==> src/hdl/rsc_pkg.sv <==
// ----------------------------------------------------------------------------
// Range select and compress package
// Widths, register codes, reset values and shared types of the block.
// ----------------------------------------------------------------------------
package rsc_pkg;

    localparam int unsigned VALUE_W    = 64;
    localparam int unsigned POS_W      = 32;
    localparam int unsigned BOUND_W    = 32;
    localparam int unsigned APB_DATA_W = 32;
    localparam int unsigned APB_ADDR_W = 3;
    localparam int unsigned OUT_DATA_W = VALUE_W + POS_W;

    localparam logic [BOUND_W-1:0] LOWER_RESET = 32'd5000;
    localparam logic [BOUND_W-1:0] UPPER_RESET = 32'd10000;

    // Register select, taken from the word address bit of paddr.
    typedef enum logic {
        REG_LOWER = 1'b0,
        REG_UPPER = 1'b1
    } t_reg_idx;

    typedef struct packed {
        logic [BOUND_W-1:0] lower;
        logic [BOUND_W-1:0] upper;
    } t_bounds;

    typedef struct packed {
        logic [POS_W-1:0]   position;
        logic [VALUE_W-1:0] value;
        logic               last;
    } t_beat;

endpackage

==> src/hdl/rsc_lane.sv <==
// ----------------------------------------------------------------------------
// Range select lane
// Tests one 64-bit value against the exclusive 32-bit bounds.
// ----------------------------------------------------------------------------
module rsc_lane (
    input  logic [rsc_pkg::VALUE_W-1:0] i_value,
    input  rsc_pkg::t_bounds            i_bounds,
    output logic                        o_hit
);

    logic high_zero;
    logic above_lower;
    logic below_upper;

    // The bounds are 32 bits, so any set upper half puts the value above both.
    assign high_zero   = (i_value[rsc_pkg::VALUE_W-1:rsc_pkg::BOUND_W] == '0);
    assign above_lower = !high_zero || (i_value[rsc_pkg::BOUND_W-1:0] > i_bounds.lower);
    assign below_upper = high_zero && (i_value[rsc_pkg::BOUND_W-1:0] < i_bounds.upper);
    assign o_hit       = above_lower && below_upper;

endmodule

==> src/hdl/rsc_merge.sv <==
// ----------------------------------------------------------------------------
// Range select merge stage
// Holds one group with its hit mask and sends the hits out in lane order,
// one per cycle while the output register is free, with a running output position.
// ----------------------------------------------------------------------------
module rsc_merge #(
    parameter int unsigned LANES = 8
) (
    input  logic                                i_clk,
    input  logic                                i_rst_n,
    input  logic                                i_valid,
    output logic                                o_ready,
    input  logic [LANES-1:0][rsc_pkg::VALUE_W-1:0] i_values,
    input  logic [LANES-1:0]                    i_hits,
    input  logic                                i_restart,
    output logic                                o_valid,
    input  logic                                i_ready,
    output rsc_pkg::t_beat                      o_beat
);

    localparam int unsigned IDX_W = $clog2(LANES);

    logic                                  r_grp_valid, n_grp_valid;
    logic [LANES-1:0][rsc_pkg::VALUE_W-1:0] r_values, n_values;
    logic [LANES-1:0]                      r_mask, n_mask;
    logic [rsc_pkg::POS_W-1:0]             r_pos, n_pos;
    logic                                  r_out_valid, n_out_valid;
    rsc_pkg::t_beat                        r_out, n_out;

    logic [IDX_W-1:0] pick_idx;
    logic [LANES-1:0] remaining;
    logic             out_free;
    logic             pick;
    logic             grp_done;
    logic             load;

    // Lowest set bit of the mask is the next hit to leave.
    always_comb begin
        pick_idx = '0;
        for (int i = LANES - 1; i >= 0; i--) begin
            if (r_mask[i]) begin
                pick_idx = IDX_W'(i);
            end
        end
    end

    assign remaining = r_mask & ~(LANES'(1) << pick_idx);
    assign out_free  = !r_out_valid || i_ready;
    assign pick      = r_grp_valid && (r_mask != '0) && out_free;
    // A group without hits is done without waiting for the output and gives no beat.
    assign grp_done  = r_grp_valid && ((r_mask == '0) || (pick && (remaining == '0)));
    assign o_ready   = !r_grp_valid || grp_done;
    assign load      = i_valid && o_ready;

    always_comb begin
        n_grp_valid = r_grp_valid;
        n_values    = r_values;
        n_mask      = r_mask;
        n_pos       = r_pos;
        n_out_valid = r_out_valid;
        n_out       = r_out;

        if (i_ready) begin
            n_out_valid = 1'b0;
        end
        if (pick) begin
            n_out_valid    = 1'b1;
            n_out.value    = r_values[pick_idx];
            n_out.position = r_pos;
            n_out.last     = (remaining == '0);
            n_mask         = remaining;
            n_pos          = r_pos + 1'b1;
        end
        if (grp_done) begin
            n_grp_valid = 1'b0;
        end
        // The last beat of the old group has already taken r_pos above.
        if (load) begin
            n_grp_valid = 1'b1;
            n_values    = i_values;
            n_mask      = i_hits;
            if (i_restart) begin
                n_pos = '0;
            end
        end
    end

    always_ff @(posedge i_clk) begin
        if (!i_rst_n) begin
            r_grp_valid <= 1'b0;
            r_pos       <= '0;
            r_out_valid <= 1'b0;
        end else begin
            r_grp_valid <= n_grp_valid;
            r_pos       <= n_pos;
            r_out_valid <= n_out_valid;
        end
    end

    always_ff @(posedge i_clk) begin
        r_values <= n_values;
        r_mask   <= n_mask;
        r_out    <= n_out;
    end

    assign o_valid = r_out_valid;
    assign o_beat  = r_out;

endmodule

==> src/hdl/range_select_compress_unit.sv <==
// ----------------------------------------------------------------------------
// Range select and compress unit
// Keeps the values of each group that lie strictly between two bounds and
// streams them out, compacted, with their output positions.
// ----------------------------------------------------------------------------
// A group of LANES 64-bit values arrives as one slave beat, lane 0 in the
// lowest bits, with the restart flag in tuser. Every lane compares its value
// with the bounds in parallel as the beat is taken. The merge stage then
// sends each hit as one master beat in lane order: the value, its position
// in the compacted stream (wrapping at 32 bits) and tlast on the final hit
// of the group. A group without hits produces no beat.
// The first beat of a group passes through the merge stage's group register
// and then its output register.
// The merge stage sends one hit of a group per cycle while the receiver
// does not stall; the output register holds one beat at a time. The next
// group is taken in the cycle that the current one sends its last hit.
// If the receiver stalls, the output register holds its beat, the merge
// stage waits and tready on the slave side falls once the group is held.
// Reset clears the position to zero and the bounds to 5000 and 10000.
// The bounds are written over the APB port at byte addresses 0 and 4.
// ----------------------------------------------------------------------------
module range_select_compress_unit #(
    parameter int unsigned LANES = 8
) (
    input  logic                               i_clk,
    input  logic                               i_rst_n,
    // APB configuration port
    input  logic                               psel,
    input  logic                               penable,
    input  logic                               pwrite,
    input  logic [rsc_pkg::APB_ADDR_W-1:0]     paddr,
    input  logic [rsc_pkg::APB_DATA_W-1:0]     pwdata,
    output logic [rsc_pkg::APB_DATA_W-1:0]     prdata,
    output logic                               pready,
    // Slave side
    input  logic                               s_axis_tvalid,
    output logic                               s_axis_tready,
    // Fields from bit 0: lane_0, lane_1, ... lane_(LANES-1), 64 bits each.
    input  logic [LANES*rsc_pkg::VALUE_W-1:0]  s_axis_tdata,
    // Fields from bit 0: restart.
    input  logic [0:0]                         s_axis_tuser,
    // Master side
    output logic                               m_axis_tvalid,
    input  logic                               m_axis_tready,
    // Fields from bit 0: kept_value (64 bits), out_position (32 bits).
    output logic [rsc_pkg::OUT_DATA_W-1:0]     m_axis_tdata,
    output logic                               m_axis_tlast
);

    logic [rsc_pkg::BOUND_W-1:0]            r_lower, n_lower;
    logic [rsc_pkg::BOUND_W-1:0]            r_upper, n_upper;
    rsc_pkg::t_bounds                       bounds;
    rsc_pkg::t_reg_idx                      reg_sel;
    logic                                   cfg_write;
    logic [LANES-1:0]                       hits;
    logic [LANES-1:0][rsc_pkg::VALUE_W-1:0] values;
    rsc_pkg::t_beat                         beat;

    // Word-aligned registers: the byte offset bits are not decoded.
    assign reg_sel   = rsc_pkg::t_reg_idx'(paddr[2]);
    assign cfg_write = psel && penable && pwrite;
    assign pready    = 1'b1;

    always_comb begin
        n_lower = r_lower;
        n_upper = r_upper;
        if (cfg_write) begin
            case (reg_sel)
                rsc_pkg::REG_LOWER: n_lower = pwdata;
                rsc_pkg::REG_UPPER: n_upper = pwdata;
                default: ;
            endcase
        end
    end

    always_comb begin
        case (reg_sel)
            rsc_pkg::REG_LOWER: prdata = r_lower;
            rsc_pkg::REG_UPPER: prdata = r_upper;
            default:            prdata = '0;
        endcase
    end

    always_ff @(posedge i_clk) begin
        if (!i_rst_n) begin
            r_lower <= rsc_pkg::LOWER_RESET;
            r_upper <= rsc_pkg::UPPER_RESET;
        end else begin
            r_lower <= n_lower;
            r_upper <= n_upper;
        end
    end

    assign bounds.lower = r_lower;
    assign bounds.upper = r_upper;

    for (genvar g = 0; g < LANES; g++) begin : g_lane
        assign values[g] = s_axis_tdata[g*rsc_pkg::VALUE_W +: rsc_pkg::VALUE_W];

        rsc_lane u_lane (
            .i_value  (values[g]),
            .i_bounds (bounds),
            .o_hit    (hits[g])
        );
    end

    rsc_merge #(
        .LANES (LANES)
    ) u_merge (
        .i_clk     (i_clk),
        .i_rst_n   (i_rst_n),
        .i_valid   (s_axis_tvalid),
        .o_ready   (s_axis_tready),
        .i_values  (values),
        .i_hits    (hits),
        .i_restart (s_axis_tuser[0]),
        .o_valid   (m_axis_tvalid),
        .i_ready   (m_axis_tready),
        .o_beat    (beat)
    );

    assign m_axis_tdata = {beat.position, beat.value};
    assign m_axis_tlast = beat.last;

endmodule

==> config.mk <==
export PLATFORM = sky130hd
export DESIGN_NAME = range_select_compress_unit
export DESIGN_NICKNAME = d
export VERILOG_FILES = /design/src/hdl/rsc_pkg.sv /design/src/hdl/rsc_lane.sv /design/src/hdl/rsc_merge.sv /design/src/hdl/range_select_compress_unit.sv
export SDC_FILE = /design/constraint.sdc
export NUM_CORES = 1
export LEC_CHECK = 0
export BUFFER_PORTS_ARGS = -buffer_cell sky130_fd_sc_hd__buf_2
export CAP_MARGIN = 0
export CELL_PAD_IN_SITES_DETAIL_PLACEMENT = 1
export CELL_PAD_IN_SITES_GLOBAL_PLACEMENT = 2
export CORE_MARGIN = 1
export CORE_UTILIZATION = 34
export CTS_BUF_LIST = sky130_fd_sc_hd__clkbuf_8
export DETAILED_ROUTE_END_ITERATION = 12
export PLACE_DENSITY = 0.76
export SETUP_SLACK_MARGIN = 0.4
export SLEW_MARGIN = 20
export SYNTH_ARGS = -nofsm -noshare
export SYNTH_HDL_FRONTEND = slang
export SYNTH_SLANG_ARGS = --single-unit
==> constraint.sdc <==
create_clock -name i_clk -period 12.9 [get_ports i_clk]
set_clock_uncertainty 0.1 [all_clocks]
set_input_delay 0.645 -clock i_clk [delete_from_list [all_inputs] [get_ports i_clk]]
set_output_delay 0.645 -clock i_clk [all_outputs]
set_load 0.005 [all_outputs]
==> results.rst, run 1 <==
.. list-table::
   :header-rows: 1

   * - Metric
     - Value
   * - Standard cell core area
     - 113,000 um^2
   * - GRT Util Overall
     - 30.2%
   * - Net switching power of the design
     - 2.23 mW
   * - Number of global-route vias before repair
     - 36,900
   * - Class of the most critical hold timing path
     - input port to flop
   * - Largest cells by area after synthesis
     - sky130_fd_sc_hd__edfxtp_1 (48%), sky130_fd_sc_hd__ha_1 (16%), sky130_fd_sc_hd__nand2_1 (5.9%), sky130_fd_sc_hd__dfxtp_1 (5.0%), sky130_fd_sc_hd__nand3_1 (2.5%)
   * - H-tree level count
     - 4
   * - DRC
     - 0
   * - Mean Syn Cell Area
     - 11.3 um^2
   * - Number of antenna violations at the first check in global routing
     - 34
   * - Max incr delay on CP
     - 830 ps
   * - Number of sinks driven by the clock tree
     - 715
   * - Worst EP arrival
     - 4870 ps
   * - Combinational group share of total power
     - 23.9%
   * - Number of placement rows
     - 123
   * - Layout-stage area growth over the synthesis result
     - 34.6%
   * - Pwr Density
     - 129 nW/um^2
   * - Crit path capture type
     - flop
   * - Unrepaired setup endpoints after global routing
     - false
   * - Number of flip-flops and latches in the synthesized netlist
     - 715
   * - Clk slew on worst S/H paths
     - 60 ps
   * - Worst setup SP type
     - flop
   * - Half-perimeter wire length of the detailed placement result
     - 130,000 um
   * - Post-CTS setup buffer count
     - 0
   * - Detailed-router iteration count before antenna repair
     - 5
   * - Critical Path Slowest Stage Cell
     - sky130_fd_sc_hd__buf_4
   * - Worst Setup Slack, final
     - 8370 ps
   * - Internal
     - 4.51 mW
   * - Total detailed-routing wirelength
     - 179,000 um
   * - Hold buffer count at CTS
     - 545
   * - Sum of negative setup slack
     - 0 ps
   * - Cell-by-cell listing of the critical path
     - or3_4, or2_1, o31a_1, o31ai_4, nand2_4, clkinvlp_4, buf_4, buf_4
   * - Required time worst endpoint
     - 13,240 ps
   * - Sw Ratio
     - 33.1%
   * - Register-to-Register Setup Slack
     - 8370 ps
   * - Via count
     - 35,200
   * - Upper clock frequency limit
     - 221 MHz
   * - Total overflow reported by the global router
     - 0
   * - Average via count per standard cell
     - 5.53
   * - Detailed-route wire length per cell
     - 28.0 um
   * - Final worst path period need
     - 4530 ps
   * - Num CTS Buffers
     - 137
   * - Post-Route Hold Slack
     - 102 ps
   * - Fraction of power consumed by sequential logic
     - 42.6%
   * - Post-synthesis cell count
     - 3,447
   * - Starting Density
     - 34.4%
   * - Root buffer cell
     - sky130_fd_sc_hd__clkbuf_8
   * - Synthesized-area fraction occupied by adder cells
     - 16.3%
   * - Number of nets in the synthesized netlist
     - 4,507
   * - Peak fanout along the critical path
     - 77
   * - Worst-margin pin slew
     - 1240 ps
   * - Async set-or-reset flop fraction in the synthesized netlist
     - 0%
   * - Die height
     - 340 um
   * - Post-synthesis share of cell area spent on xor and xnor gates
     - 0.698%
   * - Multiplexer fraction of the synthesized cell area
     - 0.0547%
   * - TritonCTS clock tree
     - done
   * - Fraction of synthesized cell area taken by the top area cell type
     - 47.6%
   * - Leakage power
     - 21.0 nW
   * - Worst setup slack after placement
     - 8340 ps
   * - Sequential cell area fraction in the yosys report
     - 52.7%
   * - Headroom to the max-slew limit
     - 16.6%
   * - Most common flop cell mapped by yosys
     - sky130_fd_sc_hd__edfxtp_1
   * - Clock Latency Late Sink
     - 860 ps
   * - Crit path kind
     - flop to flop
   * - Cell accounting for the most synthesized area
     - sky130_fd_sc_hd__edfxtp_1
   * - Number of I/O pins
     - 687
   * - DIE AREA
     - 116,000 um^2
   * - Number of port buffers
     - 683
   * - Net count reported at finish
     - 5,791
   * - Fraction of the mapped netlist area in simple logic gates
     - 15.2%
   * - Maximum number of pins on one net before global-route repair
     - 194
   * - Number of hold-slack violations in the final timing report
     - 0
   * - Final-layout fill cell count
     - 12,500
   * - Max Root-Sink Buffers
     - 3
   * - Max rail drop VDD
     - 0.000101 V
   * - Largest family of logic cells by synthesized area
     - adder cells
   * - Area fraction in compound gates after synthesis
     - 13.0%
   * - Antenna-violating nets left
     - 0
   * - Die Span X
     - 340 um
   * - Layout cells sized above 1
     - 20.9%
   * - Cell Area, Synth
     - 38,900 um^2
   * - Share of power burned in the clock network
     - 33.6%
   * - Weighted congestion reported at the end of routability-driven placement
     - 0.913
   * - Max capacitance violation total
     - 0
   * - Warning count from the yosys run
     - 0
   * - Wire length of the first global-routing pass
     - 254,000 um
   * - Count of different cell masters after synthesis
     - 73
   * - Number of resized instances in the post-cts repair step
     - 0
   * - Final period util
     - 35.1%
   * - Most used cell, CP
     - sky130_fd_sc_hd__buf_4
   * - Number of enable flip-flop cells after synthesis
     - 617
   * - Detailed router's first-iteration violation count
     - 2,356
   * - Number of max-slew violations in the final report
     - 0
   * - Endpoints failing setup
     - 0
   * - Run status
     - completed
path summary, 6_finish.rpt:
kind	from	end	cells after the start
min	m_axis_tready	u_merge.o_valid	3
max reg2reg	u_merge.r_mask[2]	u_merge.r_values[189]	8
max	u_merge.r_mask[2]	u_merge.r_values[189]	8
min reg2reg	u_merge.r_pos[31]	u_merge.o_beat[96]	0
metal layers:
metal	track usage [%]	vias up	wire, um
li1	-	15800	-
met1	36.8	17500	71700
met2	51.6	1484	86500
met3	5.67	366	11800
met4	13.5	32	8330
met5	0	-	214
logic make-up after synthesis:
family,count (synthesis)
simple gates,1263
flops,715
compound gates,714
fa+ha+maj,506
buf+inv,215
xor+xnor,31
mux,2
other cells,1
area by class of cell:
type,count,area [um^2],area share (%)
clock buffers,146,2010,3.84
inverters,84,322,0.614
well taps,1500,1880,3.58
diodes,24,60.1,0.115
multi-input cells,2517,17700,33.7
flip-flops and latches,715,20500,39.1
repair buffers,1276,9300,17.8
clock inverters,104,648,1.24
sequential cells by signal (all words and copies together) (netlist names):
name,flops
r_lower,32
r_upper,32
u_merge.o_beat,97
u_merge.o_valid,1
u_merge.r_grp_valid,1
u_merge.r_mask,8
u_merge.r_pos,32
u_merge.r_values,512
metrics by stage:
step | power, mW | util, % | area [um^2] | instances
after floorplan | 3.73 | - | 38900 | 3447
after global placement | 4.32 | 39.1 | 44100 | 5545
after detailed placement | 4.36 | 39.1 | 44200 | 5546
after CTS | 6.76 | 46.3 | 52300 | 6341
after global routing | 7.02 | 46.3 | 52400 | 6355
final | 6.75 | 46.4 | 52400 | 6366
cell usage in the layout (no fill, tap or decap), types with 25 or more instances in the layout:
cell type / Yosys / routed
sky130_fd_sc_hd__edfxtp_1: 617 / 617
sky130_fd_sc_hd__inv_1: 84 / 120
sky130_fd_sc_hd__clkinv_1: 0 / 25
sky130_fd_sc_hd__nand3_1: 198 / 198
sky130_fd_sc_hd__dfxtp_1: 98 / 98
sky130_fd_sc_hd__ha_1: 505 / 505
sky130_fd_sc_hd__buf_2: 1 / 683
sky130_fd_sc_hd__o21ai_0: 96 / 96
sky130_fd_sc_hd__and2_1: 64 / 64
sky130_fd_sc_hd__a311oi_1: 66 / 66
sky130_fd_sc_hd__clkbuf_8: 0 / 146
sky130_fd_sc_hd__nor4_1: 72 / 70
sky130_fd_sc_hd__a31o_2: 55 / 55
sky130_fd_sc_hd__nand2_1: 616 / 616
sky130_fd_sc_hd__a21boi_0: 65 / 65
sky130_fd_sc_hd__a21oi_1: 143 / 141
sky130_fd_sc_hd__o211ai_1: 25 / 25
sky130_fd_sc_hd__dlygate4sd3_1: 0 / 545
sky130_fd_sc_hd__nor2_1: 95 / 92
sky130_fd_sc_hd__a21o_1: 79 / 78
sky130_fd_sc_hd__a211oi_1: 94 / 94
sky130_fd_sc_hd__nand4_1: 105 / 105
sky130_fd_sc_hd__buf_4: 1 / 44
power by group through the flow:
stage	sequential (mW)	combinational [mW]	clock, mW
floorplan	2.95	0.779	0
global placement	2.91	1.42	0
detailed placement	2.92	1.44	0
CTS	2.87	1.60	2.30
global route	2.89	1.73	2.40
finish	2.87	1.61	2.26
synth_stat cells (13+ instances only):
cell                       count
sky130_fd_sc_hd__a21oi_1     143
sky130_fd_sc_hd__nand4_1     105
sky130_fd_sc_hd__a211oi_1     94
sky130_fd_sc_hd__ha_1        505
sky130_fd_sc_hd__nor2_1       95
sky130_fd_sc_hd__o21ai_0      96
sky130_fd_sc_hd__nand2_1     616
sky130_fd_sc_hd__and2_1       64
sky130_fd_sc_hd__a21o_1       79
sky130_fd_sc_hd__a21boi_0     65
sky130_fd_sc_hd__nor2b_1      18
sky130_fd_sc_hd__a311oi_1     66
sky130_fd_sc_hd__a31o_2       55
sky130_fd_sc_hd__o211ai_1     25
sky130_fd_sc_hd__edfxtp_1    617
sky130_fd_sc_hd__dfxtp_1      98
sky130_fd_sc_hd__nor3_1       24
sky130_fd_sc_hd__and4_1       13
sky130_fd_sc_hd__nand2b_1     16
sky130_fd_sc_hd__inv_1        84
sky130_fd_sc_hd__nand3_1     198
sky130_fd_sc_hd__clkbuf_1    117
sky130_fd_sc_hd__xor2_1       19
sky130_fd_sc_hd__nor4_1       72
critical path: cells and delay by family (launching register included):
family                 cells  cell delay (ps)
AO/OA/AOI/OAI              2              600
buffers and inverters      3             1770
flip-flops                 1              550
AND/OR/NAND/NOR            3              980
Power figures use the tool's default switching activity.
==> run 2, diff against run 1 <==
Clock period 12.9 ns to 3.98 ns, I/O delays scaled along.
==> run 2 against run 1 <==
Against the previous run:
- via count is 7.6% higher
- final area is 8.1% higher
- worst setup slack worse by 7800 ps
- critical path depth stayed put
- sequential share of layout area is 2.9 points lower
- register-to-register slack worse by 7800 ps
- first-iteration DRC count is 28% higher
- largest power group unchanged
==> results.rst, run 2 (synthesis results as in run 1) <==
.. list-table::
   :header-rows: 1

   * - Metric
     - Value
   * - Required time worst endpoint
     - 4370 ps (-8870 ps)
   * - Number of hold-slack violations in the final timing report
     - 0 (unchanged)
   * - Reg2Reg Depth
     - 8 (unchanged)
   * - Commonest non-fill, non-tap cells in the layout
     - sky130_fd_sc_hd__dlygate4sd3_1 (914), sky130_fd_sc_hd__buf_2 (683), sky130_fd_sc_hd__edfxtp_1 (617)
   * - Clock Latency Late Sink
     - 870 ps (about the same)
   * - Total overflow reported by the global router
     - 0 (unchanged)
   * - Antenna-violating nets left
     - 0 (unchanged)
   * - Average via count per standard cell
     - 5.58 (+0.87%)
   * - Peak fanout along the critical path
     - 97 (+26%)
   * - Leakage power
     - 22.8 nW (+8.8%)
   * - Number of I/O pins
     - 687 (unchanged)
   * - Unrepaired setup endpoints after global routing
     - false
   * - Post-Route Hold Slack
     - 50.5 ps (-51.8 ps)
   * - Worst-margin pin slew
     - 1140 ps (-99.2 ps)
   * - Crit path capture type
     - flop
   * - Worst EP arrival
     - 3800 ps (-1070 ps)
   * - Internal
     - 14.8 mW (+230%)
   * - Crit path kind
     - flop to flop
   * - Upper clock frequency limit
     - 293 MHz (+33%)
   * - Register with the most flip-flops
     - u_merge.r_values
   * - Layout-stage area growth over the synthesis result
     - 45.5%
   * - Number of port buffers
     - 683 (unchanged)
   * - Fraction of power consumed by sequential logic
     - 41.7% (-0.9 points)
   * - Max incr delay on CP
     - 540 ps (-290 ps)
   * - Leading cell type in the layout, fill and taps excluded
     - sky130_fd_sc_hd__dlygate4sd3_1
   * - Hold Path Cell Cnt
     - 2 (-1)
   * - TritonCTS clock tree
     - done
   * - Net switching power of the design
     - 7.54 mW (+240%)
   * - Kind of cell adding the most delay to the critical path
     - simple AND/OR/NAND/NOR gates
   * - Max capacitance violation total
     - 0 (unchanged)
   * - Headroom to the max-slew limit
     - 23.8% (+7.2 points)
   * - DRC
     - 0 (unchanged)
   * - Final std cell area, no fill
     - 56,600 um^2 (+8.1%)
   * - Detailed-router iteration count before antenna repair
     - 5 (unchanged)
   * - Run status
     - completed
   * - Wire length of the first global-routing pass
     - 280,000 um (+10%)
   * - Net count reported at finish
     - 6,216 (+7.3%)
   * - Final period util
     - 85.8% (+51 points)
   * - DIE AREA
     - 116,000 um^2 (unchanged)
   * - Final worst path period need
     - 3410 ps (-1120 ps)
   * - H-tree level count
     - 4 (unchanged)
   * - Root buffer cell
     - sky130_fd_sc_hd__clkbuf_8
   * - Die height
     - 340 um (unchanged)
   * - Cell-by-cell listing of the critical path
     - or3_4, or2_1, o31a_1, o31ai_4, nand2_4, clkinvlp_4, buf_12, buf_12
   * - Weighted congestion reported at the end of routability-driven placement
     - 0.916 (+0.38%)
   * - Number of global-route vias before repair
     - 40,400 (+9.6%)
   * - Number of max-slew violations in the final report
     - 0 (unchanged)
   * - Area post-placement
     - 44,800 um^2 (+1.5%)
   * - Final-layout fill cell count
     - 12,400 (-1.1%)
   * - Finished Core Util
     - 50.1% (+3.7 points)
   * - Max Root-Sink Buffers
     - 3 (unchanged)
   * - Die Span X
     - 340 um (unchanged)
   * - Share of power burned in the clock network
     - 32.1% (-1.5 points)
   * - Number of antenna violations at the first check in global routing
     - 37 (+8.8%)
   * - Critical Path Slowest Stage Cell
     - sky130_fd_sc_hd__edfxtp_1
   * - Worst path buffer plus inverter count
     - 3 (unchanged)
   * - Num CTS Buffers
     - 134 (-2.2%)
   * - Sw Ratio
     - 33.7% (+0.57 points)
   * - Levels on crit path
     - 8 (unchanged)
   * - GRT Util Overall
     - 33.3% (+3.1 points)
   * - Maximum number of pins on one net before global-route repair
     - 98 (-49%)
   * - Class of the most critical hold timing path
     - input port to flop
   * - Endpoints failing setup
     - 0 (unchanged)
   * - Via count
     - 37,900 (+7.6%)
   * - Worst setup SP type
     - flop
   * - Max rail drop VDD
     - 0.000225 V (+120%)
   * - Flip-flop count of the largest register, all copies and words added
     - 512 (unchanged)
   * - Number of sinks driven by the clock tree
     - 715 (unchanged)
   * - Total detailed-routing wirelength
     - 196,000 um (+9.9%)
   * - Starting Density
     - 34.4% (unchanged)
   * - Sum of negative setup slack
     - 0 ps (unchanged)
   * - Layout cells sized above 1
     - 20.1% (-0.76 points)
   * - Detailed router's first-iteration violation count
     - 3,026 (+28%)
   * - Pwr Density
     - 395 nW/um^2 (+210%)
   * - Detailed-route wire length per cell
     - 28.9 um (+3.0%)
   * - Clk slew on worst S/H paths
     - 60 ps (about the same)
   * - Combinational group share of total power
     - 26.2% (+2.3 points)
   * - Standard cell core area
     - 113,000 um^2 (unchanged)
   * - Half-perimeter wire length of the detailed placement result
     - 134,000 um (+3.6%)
   * - Number of placement rows
     - 123 (unchanged)
   * - Most used cell, CP
     - sky130_fd_sc_hd__buf_12
## run 2: cell types whose count changed in the layout (fill, tap and decap cells not counted), sizes merged
| cell | change |
|---|---|
| dlygate4sd3 | +369 |
| buf | +59 |
| clkinv | -21 |
| inv | +9 |
| diode | +8 |
| clkinvlp | +5 |
| clkbuf | -3 |
| bufinv | -1 |
## run 2: final cells by class
cell class / count / area [um^2] / share of cell area (%)
flip-flops and latches: 715 / 20500 / 36.2
multi-input cells: 2517 / 17700 / 31.3
repair buffers: 1704 / 13600 / 24.1
clock buffers: 143 / 1970 / 3.48
well taps: 1500 / 1880 / 3.31
clock inverters: 96 / 559 / 0.988
inverters: 84 / 323 / 0.570
diodes: 32 / 80.1 / 0.141
## run 2: power by group through the flow
| stage | clock, mW | combinational, mW | sequential (mW) |
|---|---|---|---|
| finish | 7.19 | 5.86 | 9.33 |
| global placement | 0 | 4.79 | 9.42 |
| CTS | 7.17 | 5.66 | 9.29 |
| global route | 7.57 | 6.21 | 9.37 |
| floorplan | 0 | 2.54 | 9.55 |
| detailed placement | 0 | 4.88 | 9.44 |
## run 2: path summary, 6_finish.rpt
check	startpoint	endpoint	slack, ps
worst max-delay path	u_merge.r_mask[2]	u_merge.r_values[358]	570
worst min-delay path	s_axis_tdata[63]	u_merge.r_values[63]	50
worst max register to register	u_merge.r_mask[2]	u_merge.r_values[358]	570
worst min register to register	r_lower[19]	r_lower[19]	370
## run 2: layer usage
layer  part of all wire [%]  GRT usage [%]  vias to the layer above
met2                     48           56.8                     1838
met4                    5.5           17.3                       28
met1                     39           39.7                    18800
met3                    7.0           6.27                      501
met5                  0.090              0                        -
li1                       -              -                    16700
## run 2: stage by stage
step                cells  power, mW  worst slack, ps
floorplan            3447       12.1            -5520
global placement     5605       14.2              341
detailed placement   5605       14.3              282
CTS                  6758       22.1              435
global route         6777       23.2              413
finish               6791       22.4              567
## run 2: timing repair
item / in CTS / in global routing
cloned: 0 / 0
hold buffers: 914 / 0
endpoints found under the setup margin: 1 / 175
hold endpoints to repair: 615 / 0
setup buffers: 0 / 1
gates resized for setup: 1 / 3
## run 2: worst reg2reg max path, delay by kind of cell, from the launching register on
kind            cells  cell delay (ps)
compound gates      2              590
buf+inv             3              710
flops               1              540
simple gates        3              980
